**src/hdl/fir_filter_loadable_coefficients_unit_defines.svh**
```systemverilog
// Assertion macros for the filter RTL.
// Depends on nothing; included by the top-level filter module, which checks its own logic.
`ifndef FIR_FILTER_LOADABLE_COEFFICIENTS_UNIT_DEFINES_SVH
`define FIR_FILTER_LOADABLE_COEFFICIENTS_UNIT_DEFINES_SVH
`ifndef SYNTHESIS
`define FFLC_ASSERT_SAME(label, clk, rst_n, ante, cons) \
  label: assert property (@(posedge clk) disable iff (!rst_n) (ante) |-> (cons)) \
    else $error("fflc check failed");
`define FFLC_ASSERT_NEXT(label, clk, rst_n, ante, cons) \
  label: assert property (@(posedge clk) disable iff (!rst_n) (ante) |=> (cons)) \
    else $error("fflc check failed");
`else
`define FFLC_ASSERT_SAME(label, clk, rst_n, ante, cons)
`define FFLC_ASSERT_NEXT(label, clk, rst_n, ante, cons)
`endif
`endif

```
**src/hdl/fflc_pkg.sv**
```systemverilog
// Shared types and constants for the loadable-coefficient FIR filter.
// No dependencies.
`default_nettype none
package fflc_pkg;

  localparam int TAP_IDX_BITS = 5;

  typedef enum logic {
    REQ_SAMPLE = 1'b0,
    REQ_COEF   = 1'b1
  } req_type_t;

  // Per-cycle command broadcast to every tap cell.
  typedef struct packed {
    logic shift;   // advance the delay line, insert new sample
    logic rotate;  // circulate sample and coefficient one place toward cell 0
    logic load;    // write coefficient into the selected cell
  } cell_ctrl_t;

  typedef struct packed {
    logic clear;   // zero the accumulator
    logic mul_en;  // multiply the head-cell pair this cycle
  } mac_ctrl_t;

endpackage
`default_nettype wire

```
**src/hdl/fflc_cell.sv**
```systemverilog
// One tap cell: holds a sample and a coefficient, passes both to its neighbors.
// Depends on fflc_pkg.
`default_nettype none
module fflc_cell #(
  parameter int W = 16
) (
  input  wire logic                clk,
  input  wire logic                rst_n,
  input  wire fflc_pkg::cell_ctrl_t ctrl,
  input  wire logic                wr_sel,
  input  wire logic signed [W-1:0] wr_coef,
  input  wire logic signed [W-1:0] shift_in,
  input  wire logic signed [W-1:0] rot_sample_in,
  input  wire logic signed [W-1:0] rot_coef_in,
  output logic signed [W-1:0]      sample_o,
  output logic signed [W-1:0]      coef_o
);

  logic signed [W-1:0] sample_r;
  logic signed [W-1:0] coef_r;

  always_ff @(posedge clk) begin
    if (!rst_n) begin
      sample_r <= '0;
      coef_r   <= '0;
    end else begin
      if (ctrl.shift) begin
        sample_r <= shift_in;
      end else if (ctrl.rotate) begin
        sample_r <= rot_sample_in;
      end
      if (ctrl.load && wr_sel) begin
        coef_r <= wr_coef;
      end else if (ctrl.rotate) begin
        coef_r <= rot_coef_in;
      end
    end
  end

  assign sample_o = sample_r;
  assign coef_o   = coef_r;

endmodule
`default_nettype wire

```
**src/hdl/fflc_mac.sv**
```systemverilog
// Shared multiply-accumulate: registered product, wrapping accumulator.
// Depends on fflc_pkg.
`default_nettype none
module fflc_mac #(
  parameter int W = 16
) (
  input  wire logic                 clk,
  input  wire logic                 rst_n,
  input  wire fflc_pkg::mac_ctrl_t  ctrl,
  input  wire logic signed [W-1:0]  sample_i,
  input  wire logic signed [W-1:0]  coef_i,
  output logic signed [2*W-1:0]     sum_o
);

  logic signed [2*W-1:0] product_r;
  logic signed [2*W-1:0] product_nxt;
  logic signed [2*W-1:0] acc_r;
  logic                  prod_vld_r;

  assign product_nxt = sample_i * coef_i;

  always_ff @(posedge clk) begin
    if (!rst_n) begin
      prod_vld_r <= 1'b0;
      acc_r      <= '0;
    end else begin
      prod_vld_r <= ctrl.mul_en;
      if (ctrl.clear) begin
        acc_r <= '0;
      end else if (prod_vld_r) begin
        acc_r <= acc_r + product_r;
      end
    end
  end

  always_ff @(posedge clk) begin
    if (ctrl.mul_en) begin
      product_r <= product_nxt;
    end
  end

  // Fold in the last product until the accumulator has taken it.
  assign sum_o = prod_vld_r ? (acc_r + product_r) : acc_r;

endmodule
`default_nettype wire

```
**src/hdl/fir_filter_loadable_coefficients_unit.sv**
```systemverilog
// Direct-form FIR filter, TAP_COUNT taps, loadable Q15 coefficients.
// The result enters the output register from the writeback state, after the ring has turned once.
// A new sample waits until the last one is written back, the single shared multiplier
//   walking the ring of tap cells meanwhile; coefficient beats 1/cycle while idle.
//   A result still held downstream delays the next sample's writeback.
// Reset (rst_n low, synchronous) zeroes the delay line and every coefficient.
`default_nettype none
`include "fir_filter_loadable_coefficients_unit_defines.svh"
module fir_filter_loadable_coefficients_unit #(
  parameter int TAP_COUNT   = 23,
  parameter int SAMPLE_BITS = 16
) (
  input  wire logic                                 clk,
  input  wire logic                                 rst_n,
  input  wire logic                                 in_valid,
  output logic                                      in_stall,
  input  wire logic                                 in_req_type,
  input  wire logic [fflc_pkg::TAP_IDX_BITS-1:0]    in_tap_index,
  input  wire logic signed [SAMPLE_BITS-1:0]        in_value,
  output logic                                      out_valid,
  input  wire logic                                 out_stall,
  output logic signed [SAMPLE_BITS-1:0]             out_filtered_sample
);

  localparam int CNT_W = $clog2(TAP_COUNT);

  typedef enum logic [1:0] {
    ST_IDLE,
    ST_RUN,
    ST_WB
  } state_t;

  state_t                         state_r;
  logic [CNT_W-1:0]               cnt_r;
  logic                           out_valid_r;
  logic signed [SAMPLE_BITS-1:0]  out_sample_r;

  logic                           in_fire;
  logic                           is_coef;
  logic                           wb_fire;
  fflc_pkg::cell_ctrl_t           cell_ctrl;
  fflc_pkg::mac_ctrl_t            mac_ctrl;
  logic signed [SAMPLE_BITS-1:0]  cell_sample [TAP_COUNT];
  logic signed [SAMPLE_BITS-1:0]  cell_coef   [TAP_COUNT];
  logic signed [2*SAMPLE_BITS-1:0] mac_sum;

  // Take beats only when idle; a pending result in the output register
  // does not block new beats.
  assign in_stall = (state_r != ST_IDLE);
  assign in_fire  = in_valid && !in_stall;
  assign is_coef  = (in_req_type == fflc_pkg::REQ_COEF);

  // Write back once the output register is empty or drains this cycle.
  assign wb_fire = (state_r == ST_WB) && (!out_valid_r || !out_stall);

  // A sample shifts the line at accept; the ring then rotates TAP_COUNT
  // times, bringing every cell past cell 0 and back to its own place.
  assign cell_ctrl.shift  = in_fire && !is_coef;
  assign cell_ctrl.load   = in_fire && is_coef;
  assign cell_ctrl.rotate = (state_r == ST_RUN);

  assign mac_ctrl.clear  = cell_ctrl.shift;
  assign mac_ctrl.mul_en = (state_r == ST_RUN);

  for (genvar i = 0; i < TAP_COUNT; i++) begin : g_cell
    localparam int NEXT = (i + 1) % TAP_COUNT;
    logic                          sel;
    logic signed [SAMPLE_BITS-1:0] shift_src;

    // Out-of-range tap indexes select no cell and are dropped.
    assign sel = (32'(in_tap_index) == i);

    if (i == 0) begin : g_head
      assign shift_src = in_value;
    end else begin : g_body
      assign shift_src = cell_sample[i-1];
    end

    fflc_cell #(
      .W (SAMPLE_BITS)
    ) u_cell (
      .clk           (clk),
      .rst_n         (rst_n),
      .ctrl          (cell_ctrl),
      .wr_sel        (sel),
      .wr_coef       (in_value),
      .shift_in      (shift_src),
      .rot_sample_in (cell_sample[NEXT]),
      .rot_coef_in   (cell_coef[NEXT]),
      .sample_o      (cell_sample[i]),
      .coef_o        (cell_coef[i])
    );
  end

  fflc_mac #(
    .W (SAMPLE_BITS)
  ) u_mac (
    .clk      (clk),
    .rst_n    (rst_n),
    .ctrl     (mac_ctrl),
    .sample_i (cell_sample[0]),
    .coef_i   (cell_coef[0]),
    .sum_o    (mac_sum)
  );

  // Sequencer plus output register. The result is bits [2W-2:W-1] of the
  // wrapped sum: arithmetic shift by W-1, then keep the low W bits.
  always_ff @(posedge clk) begin
    if (!rst_n) begin
      state_r     <= ST_IDLE;
      cnt_r       <= '0;
      out_valid_r <= 1'b0;
    end else begin
      if (wb_fire) begin
        out_valid_r <= 1'b1;
      end else if (out_valid_r && !out_stall) begin
        out_valid_r <= 1'b0;
      end
      unique case (state_r)
        ST_IDLE: begin
          if (cell_ctrl.shift) begin
            state_r <= ST_RUN;
            cnt_r   <= '0;
          end
        end
        ST_RUN: begin
          cnt_r <= cnt_r + 1'b1;
          if (cnt_r == CNT_W'(TAP_COUNT - 1)) begin
            state_r <= ST_WB;
          end
        end
        ST_WB: begin
          // Hold here while the previous beat still waits downstream.
          if (wb_fire) begin
            out_sample_r <= mac_sum[2*SAMPLE_BITS-2:SAMPLE_BITS-1];
            state_r      <= ST_IDLE;
          end
        end
        default: begin
          state_r <= ST_IDLE;
        end
      endcase
    end
  end

  assign out_valid           = out_valid_r;
  assign out_filtered_sample = out_sample_r;

  `FFLC_ASSERT_NEXT(a_sample_busy, clk, rst_n, cell_ctrl.shift, in_stall)
  `FFLC_ASSERT_NEXT(a_coef_nobusy, clk, rst_n, cell_ctrl.load, !in_stall)
  `FFLC_ASSERT_SAME(a_result_src, clk, rst_n, $rose(out_valid), $past(state_r == ST_WB))
  `FFLC_ASSERT_SAME(a_cnt_range, clk, rst_n, state_r == ST_RUN, cnt_r <= CNT_W'(TAP_COUNT - 1))

endmodule
`default_nettype wire

```
**config.mk**
```make
export PLATFORM = sky130hd
export DESIGN_NAME = fir_filter_loadable_coefficients_unit
export DESIGN_NICKNAME = d
export VERILOG_FILES = /design/src/hdl/fflc_pkg.sv /design/src/hdl/fflc_cell.sv /design/src/hdl/fflc_mac.sv /design/src/hdl/fir_filter_loadable_coefficients_unit.sv
export VERILOG_INCLUDE_DIRS = /design/src /design/src/hdl
export SDC_FILE = /design/constraint.sdc
export NUM_CORES = 2
export LEC_CHECK = 0
export BUFFER_PORTS_ARGS = -buffer_cell sky130_fd_sc_hd__clkbuf_2
export CAP_MARGIN = 15
export CORE_ASPECT_RATIO = 1.75
export CORE_MARGIN = 5
export CORE_UTILIZATION = 40
export CTS_CLUSTER_SIZE = 25
export DETAILED_ROUTE_END_ITERATION = 10
export PLACE_DENSITY = 0.6
export SYNTH_ARGS = -nofsm -noshare
export SYNTH_HDL_FRONTEND = slang
export SYNTH_SLANG_ARGS = --single-unit
```
**constraint.sdc**
```tcl
create_clock -name clk -period 7.33 [get_ports clk]
set_clock_uncertainty 0.1 [all_clocks]
set_input_delay 1.0995 -clock clk [delete_from_list [all_inputs] [get_ports clk]]
set_output_delay 1.0995 -clock clk [all_outputs]
set_load 0.005 [all_outputs]
```
==> results by group <==
STA
  – Setup TNS: 0 ps
  – Pins Over Slew Limit: 0
  – Slew @ Worst Pin: between 1000 and 1500 ps
  – Final Hold Vio Count: 0
  – Final Critical Period: slightly below 7000 ps
  – Fmax: 147 MHz
  – Final setup vio count: 0
  – Max-slew headroom: about 23%
  – Final worst path period share: 92.6%
  – Unrepaired setup endpoints after global routing: false

Clock tree
  – Max Buffers Root-to-Sink: 3
  – Clock buffer count from CTS: ~80
  – Worst skew pair latency: a little under 700 ps
  – Cts hold-fix bufs: 0
  – Post-CTS Resized: 0
  – Setup Buffers After CTS: 0
  – CTS tree: built
  – # clock sinks: ~820
  – Clock-pin slew on the worst setup and hold paths: approximately 70 ps
  – H-tree depth: 3
  – Root buffer cell: clkbuf_16

Synthesis
  – Post-synth EDFFs: 47
  – Synth Net Count: 5700
  – Yosys reg bits: about 800
  – Mux contribution to synthesized area: 0.485%
  – Post-synth top area share: 33.8%
  – Post-Syn Area: ~0.046 mm^2
  – Main synth FF type: dfxtp_1
  – Adder-cell area share of the yosys netlist: approximately 14%
  – Main combinational cell family by area after synthesis: compound AO/OA/AOI/OAI gates
  – Synth Area per Inst: roughly 8.7 um^2
  – Mapped Cells: 5305
  – Async S/R FF share, synth: 0%
  – Synth unique cells: 58
  – Xor-xnor portion of the synthesized cell area: roughly 1.1%
  – Compound-Gate Fraction of Synth Area: a little over a fifth
  – Area contributors post-synth: dfxtp_1 (34%), fa_1 (11%), nand2_1 (11%)
  – Simple-gate share of the synthesized area: a little under a fifth
  – YS warnings: 0
  – Cell taking the most area after synthesis: dfxtp_1
  – Sequential share of the synthesized area: 36.9%

Worst hold path
  – Hold WC Path Type: reg2reg
  – HP Start: cnt_r[4]
  – Hold Path Depth: 1
  – Hold Path Sink: cnt_r[4]

Floorplanning
  – Die Y: 458 um
  – # IOs: 44
  – Die area: roughly 0.12 mm^2
  – Die width: approximately 270 um
  – Area of the core: between 0.1 and 0.15 mm^2
  – Row count: around 160
  – Starting Density: between 40% and 50%

GRT
  – Overflow after GRT: 0
  – GR Util met1: between 20 and 25%
  – GRT busiest layer: met2
  – Vias in the first global route: 35300
  – Total GRT Usage: a little under a fifth
  – Initial antenna violation count: 4
  – Largest net degree at the start of global routing: approximately 250
  – M2 GR Usage: between 30% and 40%
  – First-pass GRT wire length: between 150000 and 200000 um
  – GRT met3 Usage: 2.35%

Critical path
  – Setup crit end kind: flop
  – Arr. time, crit path: between 7000 and 8000 ps
  – Most used cell, CP: fa_1
  – R2R setup slack: between 500 and 600 ps
  – Reg2reg end: u_mac.product_r[30]
  – WP data required: around 7700 ps
  – R2R depth: 20
  – Crit-path max FO: 18
  – CP max stage delay: between 800 and 900 ps
  – CP Cell Sequence: nand2_1 > inv_1 > fa_1 > inv_1 > fa_1 > inv_1 > fa_1 > fa_1 > fa_1 > inv_1 > fa_1 > inv_1 > ha_1 > and3_1 > a221oi_1 > o21ai_0 > o22ai_1 > o2111ai_1 > a21oi_1 > xnor2_1
  – Top delay family on crit path: adder cells
  – CP max-delay cell: dfxtp_1
  – Worst Setup Start Kind: flop
  – Buf/Inv on CP: 5
  – Crit Path Category: reg2reg
  – Reg2Reg Launch Point: g_cell[0].u_cell.coef_o[1]

Place
  – Number of port buffers: between 40 and 50
  – Detailed Place HPWL: between 70000 and 80000 um
  – Placer Congestion: between 0.9 and 1
  – Cells after DPL: 6422
  – Post-Place Cell Area: roughly 0.047 mm^2

Drt
  – Final ANT Viol Nets: 0
  – Post-route DRC: 0
  – Via count: approximately 36000
  – Final wirelength: between 100000 and 150000 um
  – Detailed-router iteration count before antenna repair: 5
  – Iter 0 DRT Violations: approximately 2400
  – Wire length per cell: 17.4 um
  – DR vias/cell: 5.44

Pwr
  – Leakage: around 24 nW
  – Power Density: between 150 and 200 mW/mm^2
  – Max VDD drop: between 200 and 250 uV
  – Total power draw: around 0.0096 W

Cells and area
  – Layout cells sized above 1: slightly above 5%
  – Fin nets: approximately 5400
  – Fin cells: about 6600
  – P&R area growth vs syn: 7.92%
  – Final Instance Area: 0.0496 mm^2

Job
  – MaxCap Viol Count: 0

Status
  – Status: complete, no violations
## cell usage after synthesis, drive strengths merged (4+ instances only)
cell type / number
a22oi: 309
nand4: 6
clkbuf: 459
o21a: 7
a21oi: 48
o21ai: 36
nor2: 55
ha: 112
mux2: 10
o211a: 428
and2: 126
nor3: 9
a211oi: 7
a21boi: 312
a31oi: 10
xor2: 19
a21o: 30
xnor2: 41
fa: 257
dfxtp: 776
edfxtp: 47
buf: 10
and3: 5
mux2i: 11
inv: 291
o21bai: 4
nand3: 442
nand2: 1354
o22ai: 4
o211ai: 5
nor2b: 21
or2: 5
nand2b: 17
## state kept, by name, indices dropped and copies added (netlist names)
signal / count
u_mac.prod_vld_r: 1
out_filtered_sample: 16
cnt_r: 5
u_mac.product_r: 31
out_valid: 1
g_cell.u_cell.sample_o: 368
state_r: 2
u_mac.acc_r: 31
g_cell.u_cell.coef_o: 368
## report_power, final
| group | total, W | internal [W] | switching, W |
|---|---|---|---|
| Sequential | 0.00466 | 0.00459 | 0.0000752 |
| Combinational | 0.000702 | 0.000171 | 0.000531 |
| Clock | 0.00425 | 0.00235 | 0.00189 |
## cells by family (layout without fill, tap and decap cells)
family | count (synthesis) | in the layout
DFF | 823 | 823
muxes | 21 | 21
other | 0 | 1
xor gates and xnor gates | 60 | 60
AOI/OAI and AO/OA | 1223 | 1223
and+or+nand+nor | 2049 | 2049
adders and majority gates | 369 | 369
buffers and inverters | 760 | 537
## placed cells by master (no fill, tap or decap), drive strengths merged, types with 11 or more instances in the layout
cell       n
buf       55
edfxtp    47
o21ai     36
a21oi     48
mux2i     11
a21o      30
fa       257
clkbuf   157
nand2b    17
a22oi    309
and2     126
nand2   1354
xor2      19
clkinv    24
inv      294
nand3    442
a21boi   312
xnor2     41
nor2b     21
dfxtp    776
o211a    428
nor2      55
ha       112
## worst reg2reg max path, delay by kind of cell (launching register included)
kind	cells	cell delay, ps
buffers and inverters	5	700
and+or+nand+nor	2	410
adders and majority gates	7	3320
DFF	1	860
xor gates and xnor gates	1	90
AOI/OAI and AO/OA	5	1030
## layer usage
metal | up-vias | part of all wire, %
met4 | 4 | 3.4
met1 | 17600 | 42
li1 | 17400 | -
met3 | 187 | 3.4
met2 | 584 | 52
met5 | - | 0.030
## area by class of cell
cell class                      instances  area, um^2
Tap cell                             1494        1870
Multi-Input combinational cell       3722       26100
Timing Repair Buffer                   97         781
Antenna cell                            1        2.50
Inverter                              291        1100
Clock inverter                         34         344
Clock buffer                          115        2370
Sequential cell                       823       16900
Fill cell                           11400       64500
## how the worst max path moves through the flow
stage	from	end	cells after the start
2_1_floorplan	g_cell[0].u_cell.sample_o[15]	u_mac.product_r[30]	23
6_report	g_cell[0].u_cell.coef_o[1]	u_mac.product_r[30]	20
3_5_place_dp	g_cell[0].u_cell.coef_o[1]	u_mac.product_r[30]	20
4_1_cts	g_cell[0].u_cell.coef_o[1]	u_mac.product_r[24]	17
3_3_place_gp	g_cell[0].u_cell.coef_o[1]	u_mac.product_r[30]	20
5_1_grt	g_cell[0].u_cell.coef_o[1]	u_mac.product_r[30]	20
## through the flow
step | hold slack, ps | util [%] | setup WS, ps
final | 365 | 43.4 | 541
after global routing | 384 | 43.4 | 133
after CTS | 368 | 43.3 | 538
after detailed placement | 357 | 40.9 | 573
after global placement | 347 | 40.9 | 680
after floorplan | 330 | - | 1030
(Power assumes the default switching activity.)
